### src/rtl/nthrc_pkg.sv
// Shared types, register codes and fixed-point constants of the nozzle thermal step block.
package nthrc_pkg;

    localparam int unsigned CfgAddrW = 5;
    localparam int unsigned CfgDataW = 32;
    localparam int unsigned DivDw = 64;
    localparam int unsigned DivSw = 28;
    localparam int unsigned DivCntW = 5;

    localparam logic [31:0] ResetKelvin = 32'd312633754;
    localparam logic [32:0] CelsiusOffset = 33'd286418534;
    localparam logic signed [31:0] CelsiusMin = -32'sd286418534;
    localparam logic [23:0] UnitQ816 = 24'd65536;
    localparam logic [37:0] PowerLimit = '1;

    localparam logic [DivCntW-1:0] FlowLastStep = 5'd23;
    localparam logic [DivCntW-1:0] NodeLastStep = 5'd31;

    typedef enum logic [2:0] {
        CFG_BLOCK_CAP  = 3'd0,
        CFG_HEATER_CAP = 3'd1,
        CFG_SENSOR_CAP = 3'd2,
        CFG_AMBIENT_R  = 3'd3,
        CFG_HEATER_R   = 3'd4,
        CFG_SENSOR_R   = 3'd5,
        CFG_AMBIENT_K  = 3'd6,
        CFG_EXTRUDE_E  = 3'd7
    } t_cfg_reg;

    typedef enum logic [1:0] {
        NODE_HEATER = 2'd0,
        NODE_BLOCK  = 2'd1,
        NODE_SENSOR = 2'd2
    } t_node;

    typedef struct packed {
        logic               start;
        logic [DivCntW-1:0] last;
    } t_div_req;

endpackage

### src/rtl/nthrc_div.sv
// Shared restoring divider that resolves two quotient bits per cycle.
module nthrc_div (
    input  logic                          i_clk,
    input  logic                          i_rst_n,
    input  nthrc_pkg::t_div_req           i_req,
    input  logic [nthrc_pkg::DivDw-1:0]   i_dividend,
    input  logic [nthrc_pkg::DivSw-1:0]   i_divisor,
    output logic                          o_done,
    output logic [nthrc_pkg::DivDw-1:0]   o_quotient
);
    import nthrc_pkg::*;

    logic               r_busy;
    logic               r_done;
    logic [DivCntW-1:0] r_cnt;
    logic [DivSw-1:0]   r_rem;
    logic [DivSw-1:0]   r_div;
    logic [DivDw-1:0]   r_dq;
    logic [DivSw-1:0]   n_rem;
    logic [DivDw-1:0]   n_dq;

    always_comb begin
        logic [DivSw:0]   t1;
        logic [DivSw:0]   t2;
        logic [DivSw-1:0] rem1;
        logic             b1;
        logic             b2;
        t1 = {r_rem, r_dq[DivDw-1]};
        b1 = t1 >= {1'b0, r_div};
        rem1 = b1 ? DivSw'(t1 - {1'b0, r_div}) : t1[DivSw-1:0];
        t2 = {rem1, r_dq[DivDw-2]};
        b2 = t2 >= {1'b0, r_div};
        n_rem = b2 ? DivSw'(t2 - {1'b0, r_div}) : t2[DivSw-1:0];
        n_dq = {r_dq[DivDw-3:0], b1, b2};
    end

    always_ff @(posedge i_clk) begin
        if (!i_rst_n) begin
            r_busy <= 1'b0;
            r_done <= 1'b0;
            r_cnt  <= '0;
        end else begin
            r_done <= 1'b0;
            if (i_req.start) begin
                r_busy <= 1'b1;
                r_cnt  <= i_req.last;
            end else if (r_busy) begin
                r_cnt <= r_cnt - 1'b1;
                if (r_cnt == '0) begin
                    r_busy <= 1'b0;
                    r_done <= 1'b1;
                end
            end
        end
    end

    always_ff @(posedge i_clk) begin
        if (i_req.start) begin
            r_rem <= '0;
            r_div <= i_divisor;
            r_dq  <= i_dividend;
        end else if (r_busy) begin
            r_rem <= n_rem;
            r_dq  <= n_dq;
        end
    end

    assign o_done     = r_done;
    assign o_quotient = r_dq;

endmodule

### src/rtl/nozzle_thermal_rc_step.sv
// Top level of the three-node nozzle thermal step: registers, sequencer and shared datapath.
// Each accepted transfer advances the heater, block and sensor temperatures by one time step
// and returns the new sensor temperature in Celsius. The input is ready only while the block
// is idle, and a new item is not taken before the last one has reached the output register. Each
// of the three heat flows runs a divider start, divider steps at two quotient bits per cycle for
// the 48-bit dividend, and a done step. The extrusion product follows on the shared multiplier.
// Each of the three node updates then forms the net power, a product in a low and a high part
// on the shared 32x24 multiplier, a divider start, the divider steps and a done step. The
// Celsius conversion comes last and loads the output register. A result waiting in the output
// register does not hold off the next input, but that next item stalls in its last step until
// the output register is free. Configuration is written and read through the APB port at byte
// address 4*index and must only be written while no item is in flight.
module nozzle_thermal_rc_step (
    input  logic                               i_clk,
    input  logic                               i_rst_n,
    input  logic                               i_in_valid,
    output logic                               o_in_ready,
    input  logic [23:0]                        i_step_time,
    input  logic [23:0]                        i_heater_power,
    input  logic [23:0]                        i_extrusion_rate,
    output logic                               o_out_valid,
    input  logic                               i_out_ready,
    output logic signed [31:0]                 o_sensor_celsius,
    input  logic                               psel,
    input  logic                               penable,
    input  logic                               pwrite,
    input  logic [nthrc_pkg::CfgAddrW-1:0]     paddr,
    input  logic [nthrc_pkg::CfgDataW-1:0]     pwdata,
    output logic [nthrc_pkg::CfgDataW-1:0]     prdata,
    output logic                               pready
);
    import nthrc_pkg::*;

    typedef enum logic [9:0] {
        ST_IDLE      = 10'b00_0000_0001,
        ST_FLOW_GO   = 10'b00_0000_0010,
        ST_FLOW_WAIT = 10'b00_0000_0100,
        ST_PX        = 10'b00_0000_1000,
        ST_NET       = 10'b00_0001_0000,
        ST_MUL_LO    = 10'b00_0010_0000,
        ST_MUL_HI    = 10'b00_0100_0000,
        ST_ADV_GO    = 10'b00_1000_0000,
        ST_ADV_WAIT  = 10'b01_0000_0000,
        ST_CELS      = 10'b10_0000_0000
    } t_state;

    t_state r_state, n_state;
    t_node  r_idx, n_idx;

    logic [23:0] r_block_cap, r_heater_cap, r_sensor_cap;
    logic [23:0] r_amb_r, r_heater_r, r_sensor_r;
    logic [31:0] r_amb_k, r_ext_e;
    logic [31:0] r_temp_h, r_temp_b, r_temp_s;
    logic        r_out_valid;

    logic [23:0]        r_dt, r_pw, r_rate;
    logic signed [48:0] r_ph, r_pl, r_ps;
    logic [43:0]        r_px;
    logic               r_neg;
    logic [37:0]        r_pmag;
    logic [63:0]        r_acc;
    logic signed [31:0] r_celsius;

    logic        cfg_wr;
    t_cfg_reg    cfg_sel;
    logic        in_xfer;
    logic        out_load;

    logic [31:0]        fl_from, fl_to;
    logic [23:0]        fl_res;
    logic [32:0]        fl_diff;
    logic [31:0]        fl_mag;
    logic signed [48:0] fl_val;
    logic signed [51:0] net;
    logic [51:0]        net_mag;
    logic [37:0]        net_sat;
    logic [23:0]        cap_sel;
    logic [31:0]        temp_sel;
    logic [63:0]        adv_sum;
    logic [31:0]        temp_new;
    logic [32:0]        cels_diff;
    logic signed [31:0] cels_val;

    logic [31:0] mul_a;
    logic [23:0] mul_b;
    logic [55:0] mul_p;

    t_div_req          div_req;
    logic [DivDw-1:0]  div_dividend;
    logic [DivSw-1:0]  div_divisor;
    logic              div_done;
    logic [DivDw-1:0]  div_quot;

    assign cfg_wr   = psel & penable & pwrite & pready;
    assign cfg_sel  = t_cfg_reg'(paddr[CfgAddrW-1:2]);
    assign pready   = 1'b1;
    assign in_xfer  = i_in_valid & o_in_ready;
    assign out_load = (r_state == ST_CELS) && (!r_out_valid || i_out_ready);

    always_comb begin
        case (cfg_sel)
            CFG_BLOCK_CAP:  prdata = {8'b0, r_block_cap};
            CFG_HEATER_CAP: prdata = {8'b0, r_heater_cap};
            CFG_SENSOR_CAP: prdata = {8'b0, r_sensor_cap};
            CFG_AMBIENT_R:  prdata = {8'b0, r_amb_r};
            CFG_HEATER_R:   prdata = {8'b0, r_heater_r};
            CFG_SENSOR_R:   prdata = {8'b0, r_sensor_r};
            CFG_AMBIENT_K:  prdata = r_amb_k;
            CFG_EXTRUDE_E:  prdata = r_ext_e;
            default:        prdata = '0;
        endcase
    end

    always_comb begin
        case (r_idx)
            NODE_HEATER: begin
                fl_from  = r_temp_h;
                fl_to    = r_temp_b;
                fl_res   = r_heater_r;
                cap_sel  = r_heater_cap;
                temp_sel = r_temp_h;
                net      = $signed({24'b0, r_pw, 4'b0}) - 52'(r_ph);
            end
            NODE_BLOCK: begin
                fl_from  = r_temp_b;
                fl_to    = r_amb_k;
                fl_res   = r_amb_r;
                cap_sel  = r_block_cap;
                temp_sel = r_temp_b;
                net      = 52'(r_ph) - 52'(r_pl) - 52'(r_ps) - $signed({8'b0, r_px});
            end
            default: begin
                fl_from  = r_temp_b;
                fl_to    = r_temp_s;
                fl_res   = r_sensor_r;
                cap_sel  = r_sensor_cap;
                temp_sel = r_temp_s;
                net      = 52'(r_ps);
            end
        endcase
    end

    always_comb begin
        fl_diff = {1'b0, fl_from} - {1'b0, fl_to};
        fl_mag  = fl_diff[32] ? 32'(-fl_diff) : fl_diff[31:0];
        fl_val  = r_neg ? -$signed({1'b0, div_quot[47:0]}) : $signed({1'b0, div_quot[47:0]});

        net_mag = net[51] ? 52'(-net) : 52'(net);
        net_sat = (net_mag > {14'b0, PowerLimit}) ? PowerLimit : net_mag[37:0];

        adv_sum = {32'b0, temp_sel} + div_quot;
        if (!r_neg) begin
            temp_new = (adv_sum[63:32] != '0) ? '1 : adv_sum[31:0];
        end else if (div_quot > {32'b0, temp_sel}) begin
            temp_new = '0;
        end else begin
            temp_new = temp_sel - div_quot[31:0];
        end

        cels_diff = {1'b0, r_temp_s} - CelsiusOffset;
        cels_val  = (!cels_diff[32] && cels_diff[31]) ? 32'sh7FFF_FFFF
                                                      : $signed(cels_diff[31:0]);
    end

    always_comb begin
        case (r_state)
            ST_PX: begin
                mul_a = r_ext_e;
                mul_b = r_rate;
            end
            ST_MUL_HI: begin
                mul_a = {26'b0, r_pmag[37:32]};
                mul_b = r_dt;
            end
            default: begin
                mul_a = r_pmag[31:0];
                mul_b = r_dt;
            end
        endcase
        mul_p = mul_a * mul_b;
    end

    always_comb begin
        div_req.start = (r_state == ST_FLOW_GO) || (r_state == ST_ADV_GO);
        if (r_state == ST_FLOW_GO) begin
            div_req.last = FlowLastStep;
            div_dividend = {fl_mag, 32'b0};
            div_divisor  = {4'b0, (fl_res == '0) ? 24'd1 : fl_res};
        end else begin
            div_req.last = NodeLastStep;
            div_dividend = r_acc;
            div_divisor  = {(cap_sel == '0) ? 24'd1 : cap_sel, 4'b0};
        end
    end

    nthrc_div u_div (
        .i_clk      (i_clk),
        .i_rst_n    (i_rst_n),
        .i_req      (div_req),
        .i_dividend (div_dividend),
        .i_divisor  (div_divisor),
        .o_done     (div_done),
        .o_quotient (div_quot)
    );

    always_comb begin
        t_node idx_inc;
        case (r_idx)
            NODE_HEATER: idx_inc = NODE_BLOCK;
            NODE_BLOCK:  idx_inc = NODE_SENSOR;
            default:     idx_inc = NODE_HEATER;
        endcase
        n_state = r_state;
        n_idx   = r_idx;
        case (r_state)
            ST_IDLE: begin
                if (i_in_valid) begin
                    n_state = ST_FLOW_GO;
                    n_idx   = NODE_HEATER;
                end
            end
            ST_FLOW_GO: n_state = ST_FLOW_WAIT;
            ST_FLOW_WAIT: begin
                if (div_done) begin
                    n_idx   = idx_inc;
                    n_state = (r_idx == NODE_SENSOR) ? ST_PX : ST_FLOW_GO;
                end
            end
            ST_PX:     n_state = ST_NET;
            ST_NET:    n_state = ST_MUL_LO;
            ST_MUL_LO: n_state = ST_MUL_HI;
            ST_MUL_HI: n_state = ST_ADV_GO;
            ST_ADV_GO: n_state = ST_ADV_WAIT;
            ST_ADV_WAIT: begin
                if (div_done) begin
                    n_idx   = idx_inc;
                    n_state = (r_idx == NODE_SENSOR) ? ST_CELS : ST_NET;
                end
            end
            ST_CELS: begin
                if (out_load) begin
                    n_state = ST_IDLE;
                end
            end
            default: n_state = ST_IDLE;
        endcase
    end

    always_ff @(posedge i_clk) begin
        if (!i_rst_n) begin
            r_state      <= ST_IDLE;
            r_idx        <= NODE_HEATER;
            r_out_valid  <= 1'b0;
            r_block_cap  <= UnitQ816;
            r_heater_cap <= UnitQ816;
            r_sensor_cap <= UnitQ816;
            r_amb_r      <= UnitQ816;
            r_heater_r   <= UnitQ816;
            r_sensor_r   <= UnitQ816;
            r_amb_k      <= ResetKelvin;
            r_ext_e      <= '0;
            r_temp_h     <= ResetKelvin;
            r_temp_b     <= ResetKelvin;
            r_temp_s     <= ResetKelvin;
        end else begin
            r_state <= n_state;
            r_idx   <= n_idx;
            if (r_out_valid && i_out_ready) begin
                r_out_valid <= 1'b0;
            end
            if (out_load) begin
                r_out_valid <= 1'b1;
            end
            if (cfg_wr) begin
                case (cfg_sel)
                    CFG_BLOCK_CAP:  r_block_cap  <= pwdata[23:0];
                    CFG_HEATER_CAP: r_heater_cap <= pwdata[23:0];
                    CFG_SENSOR_CAP: r_sensor_cap <= pwdata[23:0];
                    CFG_AMBIENT_R:  r_amb_r      <= pwdata[23:0];
                    CFG_HEATER_R:   r_heater_r   <= pwdata[23:0];
                    CFG_SENSOR_R:   r_sensor_r   <= pwdata[23:0];
                    CFG_AMBIENT_K:  r_amb_k      <= pwdata;
                    CFG_EXTRUDE_E:  r_ext_e      <= pwdata;
                    default: begin
                    end
                endcase
            end
            if ((r_state == ST_ADV_WAIT) && div_done) begin
                case (r_idx)
                    NODE_HEATER: r_temp_h <= temp_new;
                    NODE_BLOCK:  r_temp_b <= temp_new;
                    default:     r_temp_s <= temp_new;
                endcase
            end
        end
    end

    always_ff @(posedge i_clk) begin
        case (r_state)
            ST_IDLE: begin
                if (in_xfer) begin
                    r_dt   <= i_step_time;
                    r_pw   <= i_heater_power;
                    r_rate <= i_extrusion_rate;
                end
            end
            ST_FLOW_GO: r_neg <= fl_diff[32];
            ST_FLOW_WAIT: begin
                if (div_done) begin
                    case (r_idx)
                        NODE_HEATER: r_ph <= fl_val;
                        NODE_BLOCK:  r_pl <= fl_val;
                        default:     r_ps <= fl_val;
                    endcase
                end
            end
            ST_PX: r_px <= mul_p[55:12];
            ST_NET: begin
                r_neg  <= net[51];
                r_pmag <= net_sat;
            end
            ST_MUL_LO: r_acc <= {8'b0, mul_p};
            ST_MUL_HI: r_acc <= r_acc + {mul_p[31:0], 32'b0};
            ST_CELS: begin
                if (out_load) begin
                    r_celsius <= cels_val;
                end
            end
            default: begin
            end
        endcase
    end

    assign o_in_ready       = (r_state == ST_IDLE);
    assign o_out_valid      = r_out_valid;
    assign o_sensor_celsius = r_celsius;

endmodule

### config.mk
export PLATFORM = sky130hd
export DESIGN_NAME = nozzle_thermal_rc_step
export DESIGN_NICKNAME = d
export VERILOG_FILES = /design/src/rtl/nthrc_pkg.sv /design/src/rtl/nthrc_div.sv /design/src/rtl/nozzle_thermal_rc_step.sv
export SDC_FILE = /design/constraint.sdc
export NUM_CORES = 2
export LEC_CHECK = 0
export BUFFER_PORTS_ARGS = -buffer_cell sky130_fd_sc_hd__clkbuf_2
export CORE_ASPECT_RATIO = 0.8
export CORE_MARGIN = 10
export CORE_UTILIZATION = 35
export CTS_CLUSTER_SIZE = 20
export DETAILED_ROUTE_END_ITERATION = 7
export GPL_TIMING_DRIVEN = 0
export PLACE_DENSITY = 0.6
export SYNTH_ARGS = -nofsm -noshare
export SYNTH_HDL_FRONTEND = slang
export SYNTH_HIERARCHICAL = 1
export SYNTH_SLANG_ARGS = --single-unit
### constraint.sdc
create_clock -name i_clk -period 12.5 [get_ports i_clk]
set_input_delay 2.5 -clock i_clk [delete_from_list [all_inputs] [get_ports i_clk]]
set_output_delay 2.5 -clock i_clk [all_outputs]
set_load 0.005 [all_outputs]
==> out/qor.txt <==
Clk buf depth: 3
Synthesized area per cell: 8.718 um2
Initial Util: 35.24%
Ratio of cells with drive above 1 in the final layout: 8.395%
Worst setup EP type: flip-flop
Crit-path max cell delay: 870 ps
CP Max Fanout: 11
GR Overflow Total: 0
Synth area leader: fa_1
Core area: 0.2351 mm2
WHS: 482.4 ps
Top_reg_cell synth: edfxtp_1
Fin worst setup slack: 229.1 ps
Via count: 75.63k
Seq cells post-synth: 842
Initial DRC count: 10.26k
CTS Root Cell: clkbuf_16
Cts bufs inserted: 98
Buf/Inv on CP: 9
Outcome: finished, violations left
Largest cells by area after synthesis: fa_1 18%, edfxtp_1 18%, dfxtp_1 8.5%
Synthesized area: 0.08288 mm2
RSZ-0062 raised after global routing: yes
Most common cell after layout, fill and taps aside: nand2_1
Largest net degree at the start of global routing: 65
Final ANT Viol Nets: 0
Top cell type's share of synthesized area: 18.29%
Post-layout util: 39.39%
Placer Congestion: 1.054
Reg clk slew, reported paths: 60 ps
Actual slew at the worst max-slew pin: 1672 ps
Post-synthesis sequential area ratio: 26.26%
Most common cell on crit path: fa_1
Post-synth EDFFs: 490
Most frequent cells in the layout: 1479 x nand2_1, 1102 x inv_1, 816 x nor2_1
Post-route DRC: 0
First-pass GRT wire length: 518.7 mm
Setup CP Type: reg2reg
Routed vias/inst: 5.790
Rows: 159
Register area: 0.02176 mm2
Initial antenna violation count: 47
Inst Count DP: 12.85k
Detail Placement HPWL: 305.9 mm
H-tree depth: 3
Max-cap viol count: 8
Synth warnings: 6
Max_slew headroom: -14.69%
Critical Path AT: 12870 ps
Worst Clk Skew: 58.88 ps
Global Route Usage Sum: 27.61%
Clk sinks: 842
Drt wl/cell: 28.17 um
Reg2Reg Setup Slack: 230 ps
Buffers on Ports: 153
Slew Limit Fails: 74
Die height: 455.2 um
Pre-CTS worst setup slack: -1689 ps
Final WL: 367.9 mm
Async set or reset register ratio after synthesis: 0%
CP top delay family: adder cells
Nets: 11.17k
Worst hold path class: reg2reg
Critical path required time: 13100 ps
Distinct cell type count after synthesis: 111
CP max-delay cell: a22o_1
Hold Vio Cnt, Final: 0
Fillers: 23.81k
Clk Latency, worst-skew pair: 770 ps
Die Wd: 564.1 um
Syn-to-layout area delta: 11.77%
Syn Inst Count: 9506
CTS tree: built
CP startpoint kind: flip-flop
Layout Cells excl Fill: 13.06k
Failing checks: max-capacitance violations, max-slew violations
Top-Level Pins: 183
Hold_buf cts: 0
Pre-antenna DRT Iters: 6
Vias in the first global route: 71.83k
Period utilization: 98.17%
Die area: 0.2568 mm2
Min cycle time layout: 12270 ps
Final setup violating endpoints: 0
Area of the multi-input gates: 0.05555 mm2
Achievable frequency: 81.49 MHz
worst min-delay path: stages (launching register included):
cell and delay, ps:
dfxtp_1 320, nand2_1 50, o21ai_0 60
sequential cells by signal, summed over array words and instances, names as in the netlist, 32 cells and up:
signal	cells
r_acc	64
u_div/o_quotient	64
r_ph	49
r_pl	49
r_ps	49
r_px	44
r_pmag	38
o_sensor_celsius	32
r_amb_k	32
r_ext_e	32
r_temp_b	32
r_temp_h	32
r_temp_s	32
layout make-up:
type / instances / area share, %
clock buffers: 130 / 3.123
clock inverters: 55 / 0.7862
repair buffers: 209 / 1.663
flip-flops and latches: 842 / 23.49
well taps: 3139 / 4.240
plain buffers: 484 / 2.163
multi-input cells: 7070 / 59.97
diodes: 25 / 0.06754
inverters: 1109 / 4.497
stage by stage:
step	setup TNS [ps]	cell area (um2)
floorplan	0	82890
global placement	-426740	87590
detailed placement	-91540	88450
CTS	0	92250
global route	-74.38	92600
finish	0	92630
path summary, 6_finish.rpt:
check,cells past startpoint,start,to
worst max-delay path,33,r_state[1],r_acc[54]
worst max register to register,33,r_state[1],r_acc[54]
worst min-delay path,2,u_div/r_rem[1],u_div/r_rem[1]
worst min register to register,2,u_div/r_rem[1],u_div/r_rem[1]
Yosys cell counts (all sizes together), types with 17 or more instances:
cell type	number
a211o	23
a211oi	58
a21boi	211
a21o	143
a21oi	443
a221o	17
a221oi	30
a22o	40
a22oi	42
a311oi	31
a31o	18
a31oi	49
and2	107
and3	50
buf	67
clkbuf	422
dfxtp	352
edfxtp	490
fa	757
ha	487
inv	1106
mux2	191
mux2i	122
nand2	1481
nand2b	97
nand3	145
nand4	54
nor2	822
nor2b	66
nor3	127
nor3b	26
nor4	39
o211ai	61
o21a	81
o21ai	435
o21bai	54
o22ai	24
o31a	18
o31ai	42
o41ai	26
or2	36
or3	47
or4	22
xnor2	228
xor2	117
metal layers:
metal | routed length (um) | track usage, % | up-vias
met1 | 154900 | 39.00 | 37540
met5 | 130 | 0 | -
met3 | 50790 | 9.757 | 697
met2 | 143700 | 37.80 | 4642
met4 | 18410 | 11.68 | 20
li1 | - | - | 32730
cells by family after synthesis:
family	share of synthesized area (%)
other	0.004525
adders and majority gates	25.64
buffers and inverters	7.337
and+or+nand+nor	16.95
AOI/OAI and AO/OA	15.85
muxes	4.313
DFF	26.26
xor gates and xnor gates	3.646
what timing repair did:
action / CTS / global route
buffers inserted: 0 / 6
pin swaps: 0 / 2
setup endpoints to repair: 132 / 100
gates resized for setup: 57 / 108
Power is left out: the tool's default activity adds up to more than one toggle a clock period on the data nets, which glitch-free logic cannot reach.
